==> src/hdl/ctp_pkg.sv <==
// Package: widths, codes and beat layout of the telemetry publisher.
package ctp_pkg;

   // Channel count and widths
   localparam int NUM_CH       = 3;
   localparam int CH_W         = 2;
   localparam int TIME_W       = 48;
   localparam int ID_W         = 16;
   localparam int VAL_W        = 32;
   localparam int GEN_W        = 32;
   localparam int PERIOD_W     = 32;
   localparam int CAP_W        = 2;
   localparam int CNT_W        = 2;

   // Snapshot period used when the register holds zero
   localparam logic [PERIOD_W-1:0] DEFAULT_SNAPSHOT_MS = PERIOD_W'(1000);

   // Beat widths
   localparam int REQ_TDATA_W  = 184;
   localparam int REQ_TUSER_W  = 2;
   localparam int RSP_TDATA_W  = 216;
   localparam int RSP_TUSER_W  = 2;
   localparam int CSR_INDEX_W  = 2;
   localparam int CSR_DATA_W   = 32;

   // Input operation codes
   typedef enum logic [1:0] {
      OP_UPD_POS  = 2'd0,
      OP_UPD_ATT  = 2'd1,
      OP_UPD_BATT = 2'd2,
      OP_POLL     = 2'd3
   } opcode_type;

   // Result kinds
   typedef enum logic [1:0] {
      KIND_ACK      = 2'd0,
      KIND_DELTA    = 2'd1,
      KIND_SNAPSHOT = 2'd2
   } kind_type;

   // Configuration register indexes
   localparam logic [CSR_INDEX_W-1:0] CSR_OWN_SOURCE      = 2'd0;
   localparam logic [CSR_INDEX_W-1:0] CSR_DEST_ADDRESS    = 2'd1;
   localparam logic [CSR_INDEX_W-1:0] CSR_SNAPSHOT_PERIOD = 2'd2;

endpackage

==> src/hdl/change_triggered_telemetry_publisher_unit.sv <==
// Top level: change-triggered telemetry publisher with three channels.
// Latency: the first result beat of an item is presented the cycle after it is accepted.
// Throughput: an update yields one acknowledgement beat; a poll yields one beat per emitted
// message (up to three) or none, sent by the single result list at one beat a cycle while
// rsp_tready is high. A stalled result beat holds the list until it is taken.
// The next item is accepted in the cycle that the last beat of the current one is taken.
// Reset (synchronous, active high) clears valid, dirty, generations, timer and registers.
module change_triggered_telemetry_publisher_unit (
   input  logic                              clock,
   input  logic                              reset,
   // req_tdata: now_ms, in_resource, in_source, in_value_a, in_value_b, in_value_c,
   //            out_capacity, zero pad
   input  logic                              req_tvalid,
   output logic                              req_tready,
   input  logic [ctp_pkg::REQ_TDATA_W-1:0]   req_tdata,
   // req_tuser: opcode
   input  logic [ctp_pkg::REQ_TUSER_W-1:0]   req_tuser,
   // rsp_tdata: accepted, msg_type, msg_destination, msg_resource, msg_source,
   //            msg_value_a, msg_value_b, msg_value_c, msg_generation,
   //            msg_base_generation, zero pad
   output logic                              rsp_tvalid,
   input  logic                              rsp_tready,
   output logic [ctp_pkg::RSP_TDATA_W-1:0]   rsp_tdata,
   // rsp_tuser: result_kind
   output logic [ctp_pkg::RSP_TUSER_W-1:0]   rsp_tuser,
   output logic                              rsp_tlast,
   input  logic                              csr_valid,
   output logic                              csr_ready,
   input  logic [ctp_pkg::CSR_INDEX_W-1:0]   csr_index,
   input  logic [ctp_pkg::CSR_DATA_W-1:0]    csr_data
);
   import ctp_pkg::*;

   // Configuration registers
   logic [ID_W-1:0]     own_source_ff;
   logic [ID_W-1:0]     dest_address_ff;
   logic [PERIOD_W-1:0] period_ff;

   // Channel state
   logic [NUM_CH-1:0]   valid_ff, valid_in;
   logic [NUM_CH-1:0]   dirty_ff, dirty_in;
   logic [GEN_W-1:0]    gen_ff   [NUM_CH];
   logic [GEN_W-1:0]    gen_in   [NUM_CH];
   logic [GEN_W-1:0]    base_ff  [NUM_CH];
   logic [ID_W-1:0]     res_ff   [NUM_CH];
   logic [ID_W-1:0]     src_ff   [NUM_CH];
   logic [VAL_W-1:0]    va_ff    [NUM_CH];
   logic [VAL_W-1:0]    vb_ff    [NUM_CH];
   logic [VAL_W-1:0]    vc_ff    [NUM_CH];
   logic [TIME_W-1:0]   next_ff, next_in;

   // Result list of the item being sent
   logic [CNT_W-1:0]    cnt_ff, cnt_in;
   logic [CNT_W-1:0]    pos_ff, pos_in;
   kind_type            kind_ff, kind_in;
   logic                acc_ff, acc_in;
   logic [CH_W-1:0]     list_ff  [NUM_CH];
   logic [CH_W-1:0]     list_in  [NUM_CH];

   // Unpacked request fields
   opcode_type          op;
   logic [TIME_W-1:0]   now;
   logic [ID_W-1:0]     in_res;
   logic [ID_W-1:0]     in_src;
   logic [VAL_W-1:0]    in_va, in_vb, in_vc;
   logic [CAP_W-1:0]    cap;

   logic                req_beat, rsp_beat, rsp_last_beat;
   logic                is_upd, changed, due, store;
   logic [CH_W-1:0]     uch;
   logic [PERIOD_W-1:0] period;
   logic [TIME_W:0]     sum;
   logic [TIME_W-1:0]   time_next;
   logic [ID_W-1:0]     src_new;

   // Output selection
   logic [CH_W-1:0]     och;
   logic [ID_W-1:0]     o_res, o_src;
   logic [VAL_W-1:0]    o_va, o_vb, o_vc;
   logic [GEN_W-1:0]    o_gen, o_base;
   logic                o_ack;

   assign op     = opcode_type'(req_tuser);
   assign now    = req_tdata[47:0];
   assign in_res = req_tdata[63:48];
   assign in_src = req_tdata[79:64];
   assign in_va  = req_tdata[111:80];
   assign in_vb  = req_tdata[143:112];
   assign in_vc  = req_tdata[175:144];
   assign cap    = req_tdata[177:176];

   // Handshakes: take a new beat once the last result beat goes out
   assign rsp_tvalid    = (cnt_ff != '0);
   assign rsp_beat      = rsp_tvalid & rsp_tready;
   assign rsp_last_beat = rsp_beat & (pos_ff == cnt_ff - CNT_W'(1));
   assign req_tready    = (cnt_ff == '0) | rsp_last_beat;
   assign req_beat      = req_tvalid & req_tready;
   assign csr_ready     = 1'b1;

   // Timer arithmetic: now plus period, saturated to the time range
   assign period    = (period_ff == '0) ? DEFAULT_SNAPSHOT_MS : period_ff;
   assign sum       = {1'b0, now} + {{(TIME_W+1-PERIOD_W){1'b0}}, period};
   assign time_next = sum[TIME_W] ? {TIME_W{1'b1}} : sum[TIME_W-1:0];
   assign due       = (next_ff != '0) && (now >= next_ff);

   // Change detection for an update
   assign is_upd  = (op != OP_POLL);
   assign uch     = CH_W'(op);
   assign changed = !valid_ff[uch] || (res_ff[uch] != in_res) || (src_ff[uch] != in_src)
                    || (va_ff[uch] != in_va) || (vb_ff[uch] != in_vb)
                    || (vc_ff[uch] != in_vc);
   assign store   = req_beat && is_upd && changed;
   assign src_new = (in_src == '0) ? own_source_ff : in_src;

   // Next state of channels, timer and result list
   always_comb begin
      int unsigned k;
      logic        take;
      logic [CNT_W-1:0] n;
      valid_in = valid_ff;
      dirty_in = dirty_ff;
      gen_in   = gen_ff;
      next_in  = next_ff;
      cnt_in   = cnt_ff;
      pos_in   = pos_ff;
      kind_in  = kind_ff;
      acc_in   = acc_ff;
      list_in  = list_ff;
      n        = '0;
      take     = 1'b0;

      // Advance or drain the result list
      if (rsp_last_beat) begin
         cnt_in = '0;
         pos_in = '0;
      end else if (rsp_beat) begin
         pos_in = pos_ff + CNT_W'(1);
      end

      if (req_beat) begin
         pos_in = '0;
         if (is_upd) begin
            kind_in    = KIND_ACK;
            acc_in     = changed;
            list_in[0] = uch;
            cnt_in     = CNT_W'(1);
            if (changed) begin
               valid_in[uch] = 1'b1;
               dirty_in[uch] = 1'b1;
               if (gen_ff[uch] != {GEN_W{1'b1}}) begin
                  gen_in[uch] = gen_ff[uch] + GEN_W'(1);
               end
               if (next_ff == '0) begin
                  next_in = time_next;
               end
            end
         end else if (cap != '0) begin
            acc_in  = 1'b0;
            kind_in = due ? KIND_SNAPSHOT : KIND_DELTA;
            for (k = 0; k < NUM_CH; k++) begin
               take = valid_ff[k] && (due || dirty_ff[k]) && (n < cap);
               if (take) begin
                  list_in[n] = CH_W'(k);
                  n          = n + CNT_W'(1);
               end
               if (due || take) begin
                  dirty_in[k] = 1'b0;
               end
            end
            cnt_in = n;
            if (due) begin
               next_in = time_next;
            end
         end else begin
            cnt_in = '0;
         end
      end
   end

   // Hold control state, configuration and result list
   always_ff @(posedge clock) begin
      if (reset) begin
         own_source_ff   <= '0;
         dest_address_ff <= '0;
         period_ff       <= '0;
         valid_ff        <= '0;
         dirty_ff        <= '0;
         next_ff         <= '0;
         cnt_ff          <= '0;
         pos_ff          <= '0;
         kind_ff         <= KIND_ACK;
         acc_ff          <= 1'b0;
         for (int i = 0; i < NUM_CH; i++) begin
            gen_ff[i]  <= '0;
            list_ff[i] <= '0;
         end
      end else begin
         if (csr_valid && csr_ready) begin
            unique case (csr_index)
               CSR_OWN_SOURCE:      own_source_ff   <= csr_data[ID_W-1:0];
               CSR_DEST_ADDRESS:    dest_address_ff <= csr_data[ID_W-1:0];
               CSR_SNAPSHOT_PERIOD: period_ff       <= csr_data[PERIOD_W-1:0];
               default:             ;
            endcase
         end
         valid_ff <= valid_in;
         dirty_ff <= dirty_in;
         gen_ff   <= gen_in;
         next_ff  <= next_in;
         cnt_ff   <= cnt_in;
         pos_ff   <= pos_in;
         kind_ff  <= kind_in;
         acc_ff   <= acc_in;
         list_ff  <= list_in;
      end
   end

   // Store a changed record; base generation takes the previous generation
   always_ff @(posedge clock) begin
      if (store) begin
         res_ff[uch]  <= in_res;
         src_ff[uch]  <= src_new;
         va_ff[uch]   <= in_va;
         vb_ff[uch]   <= in_vb;
         vc_ff[uch]   <= in_vc;
         base_ff[uch] <= valid_ff[uch] ? gen_ff[uch] : '0;
      end
   end

   // Select the channel of the current beat; acknowledgements carry zeros
   assign och   = list_ff[pos_ff];
   assign o_ack = (kind_ff == KIND_ACK);
   assign o_res  = o_ack ? '0 : res_ff[och];
   assign o_src  = o_ack ? '0 : src_ff[och];
   assign o_va   = o_ack ? '0 : va_ff[och];
   assign o_vb   = o_ack ? '0 : vb_ff[och];
   assign o_vc   = o_ack ? '0 : vc_ff[och];
   assign o_gen  = o_ack ? '0 : gen_ff[och];
   assign o_base = (kind_ff == KIND_DELTA) ? base_ff[och] : '0;

   assign rsp_tdata = {5'b0, o_base, o_gen, o_vc, o_vb, o_va, o_src, o_res,
                       (o_ack ? {ID_W{1'b0}} : dest_address_ff), och, acc_ff};
   assign rsp_tuser = RSP_TUSER_W'(kind_ff);
   assign rsp_tlast = (pos_ff == cnt_ff - CNT_W'(1));

   // The beat position never runs past the list length
   a_pos_in_range: assert property (@(posedge clock) disable iff (reset)
      rsp_tvalid |-> (pos_ff < cnt_ff))
      else $error("result position beyond list length");

   // An acknowledgement is a single beat
   a_ack_single: assert property (@(posedge clock) disable iff (reset)
      (rsp_tvalid && kind_ff == KIND_ACK) |-> (cnt_ff == CNT_W'(1) && rsp_tlast))
      else $error("acknowledgement is not a single last beat");

   // No new item is taken while earlier result beats still wait
   a_no_overlap: assert property (@(posedge clock) disable iff (reset)
      (rsp_tvalid && !rsp_last_beat) |-> !req_tready)
      else $error("request accepted while results pending");

   // A stored record leaves its channel valid and dirty
   a_store_marks: assert property (@(posedge clock) disable iff (reset)
      store |=> (valid_ff[$past(uch)] && dirty_ff[$past(uch)]))
      else $error("stored channel not marked valid and dirty");

endmodule

==> config.mk <==
export PLATFORM = sky130hd
export DESIGN_NAME = change_triggered_telemetry_publisher_unit
export DESIGN_NICKNAME = d
export VERILOG_FILES = /design/src/hdl/ctp_pkg.sv /design/src/hdl/change_triggered_telemetry_publisher_unit.sv
export SDC_FILE = /design/constraint.sdc
export NUM_CORES = 2
export LEC_CHECK = 0
export BUFFER_PORTS_ARGS = -buffer_cell sky130_fd_sc_hd__buf_2
export CORE_ASPECT_RATIO = 0.8
export CORE_UTILIZATION = 50
export DETAILED_ROUTE_END_ITERATION = 16
export PLACE_DENSITY = 0.68
export REMOVE_ABC_BUFFERS = 1
export SYNTH_ARGS = -nofsm -noshare
export SYNTH_HDL_FRONTEND = slang
export SYNTH_SLANG_ARGS = --single-unit
==> constraint.sdc <==
create_clock -name clock -period 31.1 [get_ports clock]
set_input_delay 6.22 -clock clock [delete_from_list [all_inputs] [get_ports clock]]
set_output_delay 6.22 -clock clock [all_outputs]
set_load 0.01 [all_outputs]
# Word level (Yosys, flattened, before mapping)
# Memory sizes are Yosys's and may differ from the RTL's.
# Index checks and enable logic that the tools add are counted.
[op_classes] addsub=6 order_cmp=14 n_eq_ne=13 muxes=74 n_bitwise=18 reduce_logical=52
[op_table] operator="$mux W32" n=12
[op_table] operator="$mux W48" n=6
[op_table] operator="$bmux W32 S2" n=2
[op_table] operator="$bwmux W96" n=1
[op_table] operator="$ne A32 B32 Y1" n=3
[op_table] operator="$demux W32 S2" n=1
[op_table] operator="$mux W16" n=4
[op_table] operator="$add A48 B32 Y49" n=1
[op_table] operator="$ge A48 B48 Y1" n=1
[op_table] operator="$logic_not A48 Y1" n=1
[op_table] operator="$mux W2" n=24
[op_table] operator="$reduce_bool A48 Y1" n=1
[op_table] operator="$mux W6" n=6
[op_table] operator="$add A32 B1 Y32 const B" n=1
[op_table] operator="$logic_not A32 Y1" n=1
[op_table] operator="$ne A16 B16 Y1" n=2
[op_table] operator="$ne A32 B32 Y1 const B" n=1
[op_table] operator="$logic_not A16 Y1" n=1
[op_table] operator="$reduce_and A4 Y1" n=4
[op_table] operator="$reduce_bool A2 Y1" n=8
[op_table] operator="$ge A3 B3 Y1 const B" n=5
[op_table] operator="$not A2 Y3" n=5
[op_table] operator="$logic_and A1 B1 Y1" n=13
[op_table] operator="$or A3 B3 Y3" n=4
[op_table] operator="other kinds (30)" n=69
[word_totals] register_bits=227 ram_bits=480 out_inout_bits=222 memories=6
[mem_list] memory="base_ff" words=3 word_bits=32 rd=1 rd_ports_with_merged_regs=0 wr=1 line_no="change_triggered_telemetry_publisher_unit.sv:44" text="logic [GEN_W-1:0] base_ff [NUM_CH];"
[mem_list] memory="va_ff" words=3 word_bits=32 rd=2 rd_ports_with_merged_regs=0 wr=1 line_no="change_triggered_telemetry_publisher_unit.sv:47" text="logic [VAL_W-1:0] va_ff [NUM_CH];"
[mem_list] memory="vb_ff" words=3 word_bits=32 rd=2 rd_ports_with_merged_regs=0 wr=1 line_no="change_triggered_telemetry_publisher_unit.sv:48" text="logic [VAL_W-1:0] vb_ff [NUM_CH];"
[mem_list] memory="vc_ff" words=3 word_bits=32 rd=2 rd_ports_with_merged_regs=0 wr=1 line_no="change_triggered_telemetry_publisher_unit.sv:49" text="logic [VAL_W-1:0] vc_ff [NUM_CH];"
[mem_list] memory="res_ff" words=3 word_bits=16 rd=2 rd_ports_with_merged_regs=0 wr=1 line_no="change_triggered_telemetry_publisher_unit.sv:45" text="logic [ID_W-1:0] res_ff [NUM_CH];"
[mem_list] memory="src_ff" words=3 word_bits=16 rd=2 rd_ports_with_merged_regs=0 wr=1 line_no="change_triggered_telemetry_publisher_unit.sv:46" text="logic [ID_W-1:0] src_ff [NUM_CH];"

# Logic depth before layout (Yosys ltp)
[depth] ltp_word=25 ltp_mapped=18 mapped_depth_nobuf=18

# Worst setup path before layout
# No wires, ideal clock.
[synth_timing] path_kind="input -> register" startpoint="in req_tuser[0] (netlist bit)" endpoint="mem base_ff[0][0], enable pin" arrival_ns=18.835 t_required_ns=30.223 path_slack_ns=11.388 path_stages=12 path_buffers=3 cell_sequence="buf_6 -> buf_4 -> mux2_2 -> o2bb2a_1 -> o211ai_1 -> nor3_1 -> o2111ai_1 -> nor4_1 -> nand3_1 -> buf_2 -> nand2_1 -> nor3_1"
[synth_between] elab_chain_len=11 word_cells_on_any_way=23
[synth_lines] item="from (decl)" line_no="change_triggered_telemetry_publisher_unit.sv:17" text="input logic [ctp_pkg::REQ_TUSER_W-1:0] req_tuser,"
[synth_lines] item="parallel branches: the longest is 11 deep, another holds $mem_v2 Z3 W16"
[synth_lines] item="to (decl)" line_no="change_triggered_telemetry_publisher_unit.sv:44"
# Several ways; the timed one is not identified. The select of a mux whose other input is x is not followed.

# Worst setup path after layout
[layout_timing] startpoint="in rsp_tready" endpoint="out req_tready"
[layout_between] elab_chain_len=3
[layout_lines] item="from (decl)" line_no="change_triggered_telemetry_publisher_unit.sv:22" text="input logic rsp_tready,"
[layout_lines] item="$and A1 B1 Y1" line_no="change_triggered_telemetry_publisher_unit.sv:94" text="assign rsp_beat = rsp_tvalid & rsp_tready;"
[layout_lines] item="$and A1 B1 Y1" line_no="change_triggered_telemetry_publisher_unit.sv:95" text="assign rsp_last_beat = rsp_beat & (pos_ff == cnt_ff - CNT_W'(1));"
[layout_lines] item="$or A1 B1 Y1" line_no="change_triggered_telemetry_publisher_unit.sv:96" text="assign req_tready = (cnt_ff == '0) | rsp_last_beat;"
[layout_lines] item="to (decl)" line_no="change_triggered_telemetry_publisher_unit.sv:14" text="output logic req_tready,"
# Every way passes these cells.

==> impl_metrics.ini <==
[synthesis]
synth-edff-count = 480
yosysMostFrequentCell = nand2_1
ys_seq_area_share_pct = 51.0
synthArstFlopShare_pct = 0
postSynthAreaPerCell_um2 = 9.83
ys.warnings.count = 0
synthesis.area_mm2 = 0.0372
ys_ff_latch = 707
synth_cell_type_count = 87
yosys-top-cells-area = edfxtp_1, dfxtp_1, nand2_1
ys.flop_type = edfxtp_1
synth_top_area_cell = edfxtp_1
yosysTopAreaCellShare_pct = 38.8
synth_cells = 3785
ys_top_cells_by_count = nand2_1, edfxtp_1, nor2_1

[cells_and_area]
fill_cells = 6478
instances_no_fill = 5148
nNetsFinal = 4381
drive_gt1_share_pct = 15.6
area.growth.synth_to_final_pct = 13.6

[pwr]
switching_share_pct = 27.1
p_seq_share_pct = 47.1
power_w = 0.00228
ir_drop_v = 0.0000460
combinationalPowerShare_pct = 14.4
powerDensity_mw_per_mm2 = 53.9
leakagePower_nw = 16.7
p_sw_w = 0.000617
p_int_w = 0.00166
clockPowerShare_pct = 38.5

[placed_design]
io_buffers = 434
dp_hpwl_um = 73400
dpl.cell_count = 4994
gp_congestion = 0.942

[sta]
rsz0062_at_grt = no
holdWs_ps = 451
finalMaxSlewViolations = 0
relSlewSlack_pct = 14.1
tns_ps = 0
worstMarginPinSlew_ps = 1290
setup_violations = 0
finalClockSkew_ps = 37.7
hold_viol_final = 0
period_share_pct = 41.9
period_minus_slack_ps = 13030
fmax_mhz = 76.7

[worst_setup_path]
slowest_delay_ps = 230
crit_top_cell = buf_2
worst_ep_required_time_ps = 24880
critPathKind = in -> out
cp_cell_sequence = buf_2 -> a21oi_1 -> inv_1 -> buf_2
setup.worst_path.end_class = primary output
rr_startpoint = res_ff[1][9]$_DFFE_PP_
critPathLaunch = rsp_tready
critPathSlowestCell = a21oi_1
startpoint_type = input port
crit_family = buffers and inverters
cp_max_fo = 3
path_buf_inv = 3
cp.arrival_ps = 6810

[cts]
cts.repair.resized = 0
cts_htree_levels = 3
cts_max_path_buffers = 3
clk_latency_ps = 630
cts.reportedPaths.clkPinSlew_ps = 60
cts_setup_buffers = 0
ctsHoldBuffers = 0
cts.sinks = 707
cts_inserted_buffers = 74
clockRootBuffer = clkbuf_16
cts_tree = done

[job]
max_cap_viol_count = 0

[status]
status = completed

[floorplan]
core_area_mm2 = 0.0737
dieHeight_um = 246
io_pins = 447
rows = 89
die_w_um = 307
dieArea_mm2 = 0.0755
start_util_pct = 50.5

[drt]
ant_nets = 0
vias_per_cell = 5.87
totalWireLength_um = 112000
vias = 30214
first_pass_iters = 6
dr.first_iter.drc_count = 3019
remaining_drc_errors = 0
wl_per_cell_um = 21.7

[global_routing]
grt_pass1_wl_um = 167000
grt_max_degree = 177
grt_pass1_vias = 27725
grt_overflow = 0
antenna_found_initial = 20
grt_use_total_pct = 28.7

[worst_hold_path]
min_from = dest_address_ff[0]$_SDFFE_PP0P_
hold_class = reg -> reg
metal layers:
layer | share of wire [%] | up-vias | track usage, %
met4 | 2.6 | 26 | 8.09
met2 | 45 | 1081 | 44.0
met1 | 44 | 14679 | 40.6
met5 | 0.17 | - | 0
li1 | - | 14240 | -
met3 | 8.7 | 188 | 6.27
registers in the layout (all words and copies together) (netlist names), named ones only:
name	cells
valid_ff	3
cnt_ff	2
rsp_tuser	2
vc_ff	96
acc_ff	1
vb_ff	96
dest_address_ff	16
res_ff	48
next_ff	48
pos_ff	2
dirty_ff	1
list_ff	6
period_ff	32
own_source_ff	16
va_ff	96
base_ff	96
src_ff	48
gen_ff	96
worst paths after layout:
check / slack [ps] / cells after the start / to
max: 18070 / 4 / req_tready
min: 450 / 2 / dest_address_ff[0]$_SDFFE_PP0P_
max reg2reg: 25070 / 11 / vb_ff[2][14]$_DFFE_PP_
min reg2reg: 450 / 2 / dest_address_ff[0]$_SDFFE_PP0P_
cell type report:
cell class	count	area (um2)	area share, %
inverter	129	492	1.16
sequential	707	19000	44.9
timing repair buffer	472	2540	6.01
clock inverter	39	354	0.838
antenna	17	42.5	0.101
tap	1001	1250	2.96
multi-input combinational	2685	16600	39.3
clock buffer	98	2020	4.79
worst register-to-register path, cell delays in order, from the launching register on:
cell      delay, ps
edfxtp_1        340
mux2i_1         110
a222oi_1        700
a31oi_1         180
a311oi_1        830
nand4_1         240
nor4_1          580
nand3_1         800
nand2_1         640
nor3_2           90
buf_4           450
buf_4           630
stage by stage:
stage / setup WS [ps] / utilization, % / instance area (um2)
6_report: 18070 / 57.3 / 42300
3_5_place_dp: 17930 / 54.0 / 39800
3_3_place_gp: 17920 / 54.0 / 39800
2_1_floorplan: 10530 / - / 36000
4_1_cts: 18070 / 57.3 / 42200
5_1_grt: 18040 / 57.3 / 42200
placed cells by master (no fill, tap or decap), types with 24 or more instances in the layout:
master     Yosys  routed
nand2_1      819     819
edfxtp_1     480     480
buf_2         31     431
nor2_1       296     293
mux2i_1      235     235
dfxtp_1      227     227
a21oi_1      205     204
a311oi_1     164     164
inv_1        128     126
o21ai_0      124     124
xor2_1        95      95
ha_1          86      86
clkbuf_16      0      75
nor2b_1       74      73
nor4_1        51      51
a22oi_1       51      51
xnor2_1       46      46
nand3_1       40      40
buf_4         25      34
a211oi_1      29      29
mux2_2        29      29
nand4_1       26      26
a21o_1        25      25
o2bb2ai_1     24      24
kinds of logic (layout without fill, tap and decap cells):
group | count (synthesis) | after routing | synth area share, %
simple gates | 1419 | 1419 | 16.6
compound gates | 760 | 760 | 14.1
flops | 707 | 707 | 51.0
buf+inv | 397 | 738 | 4.69
mux | 272 | 272 | 7.44
xor+xnor | 141 | 141 | 3.32
fa+ha+maj | 87 | 87 | 2.95
other cells | 2 | 23 | 0.0202
power groups by stage:
| stage | registers, W | logic (W) | clock network (W) |
|---|---|---|---|
| after floorplan | 0.00109 | 0.000192 | 0 |
| after global placement | 0.00109 | 0.000317 | 0 |
| after detailed placement | 0.00109 | 0.000321 | 0 |
| after CTS | 0.00107 | 0.000323 | 0.000887 |
| after global routing | 0.00108 | 0.000357 | 0.000921 |
| final | 0.00107 | 0.000328 | 0.000876 |
(Power assumes the default switching activity.)
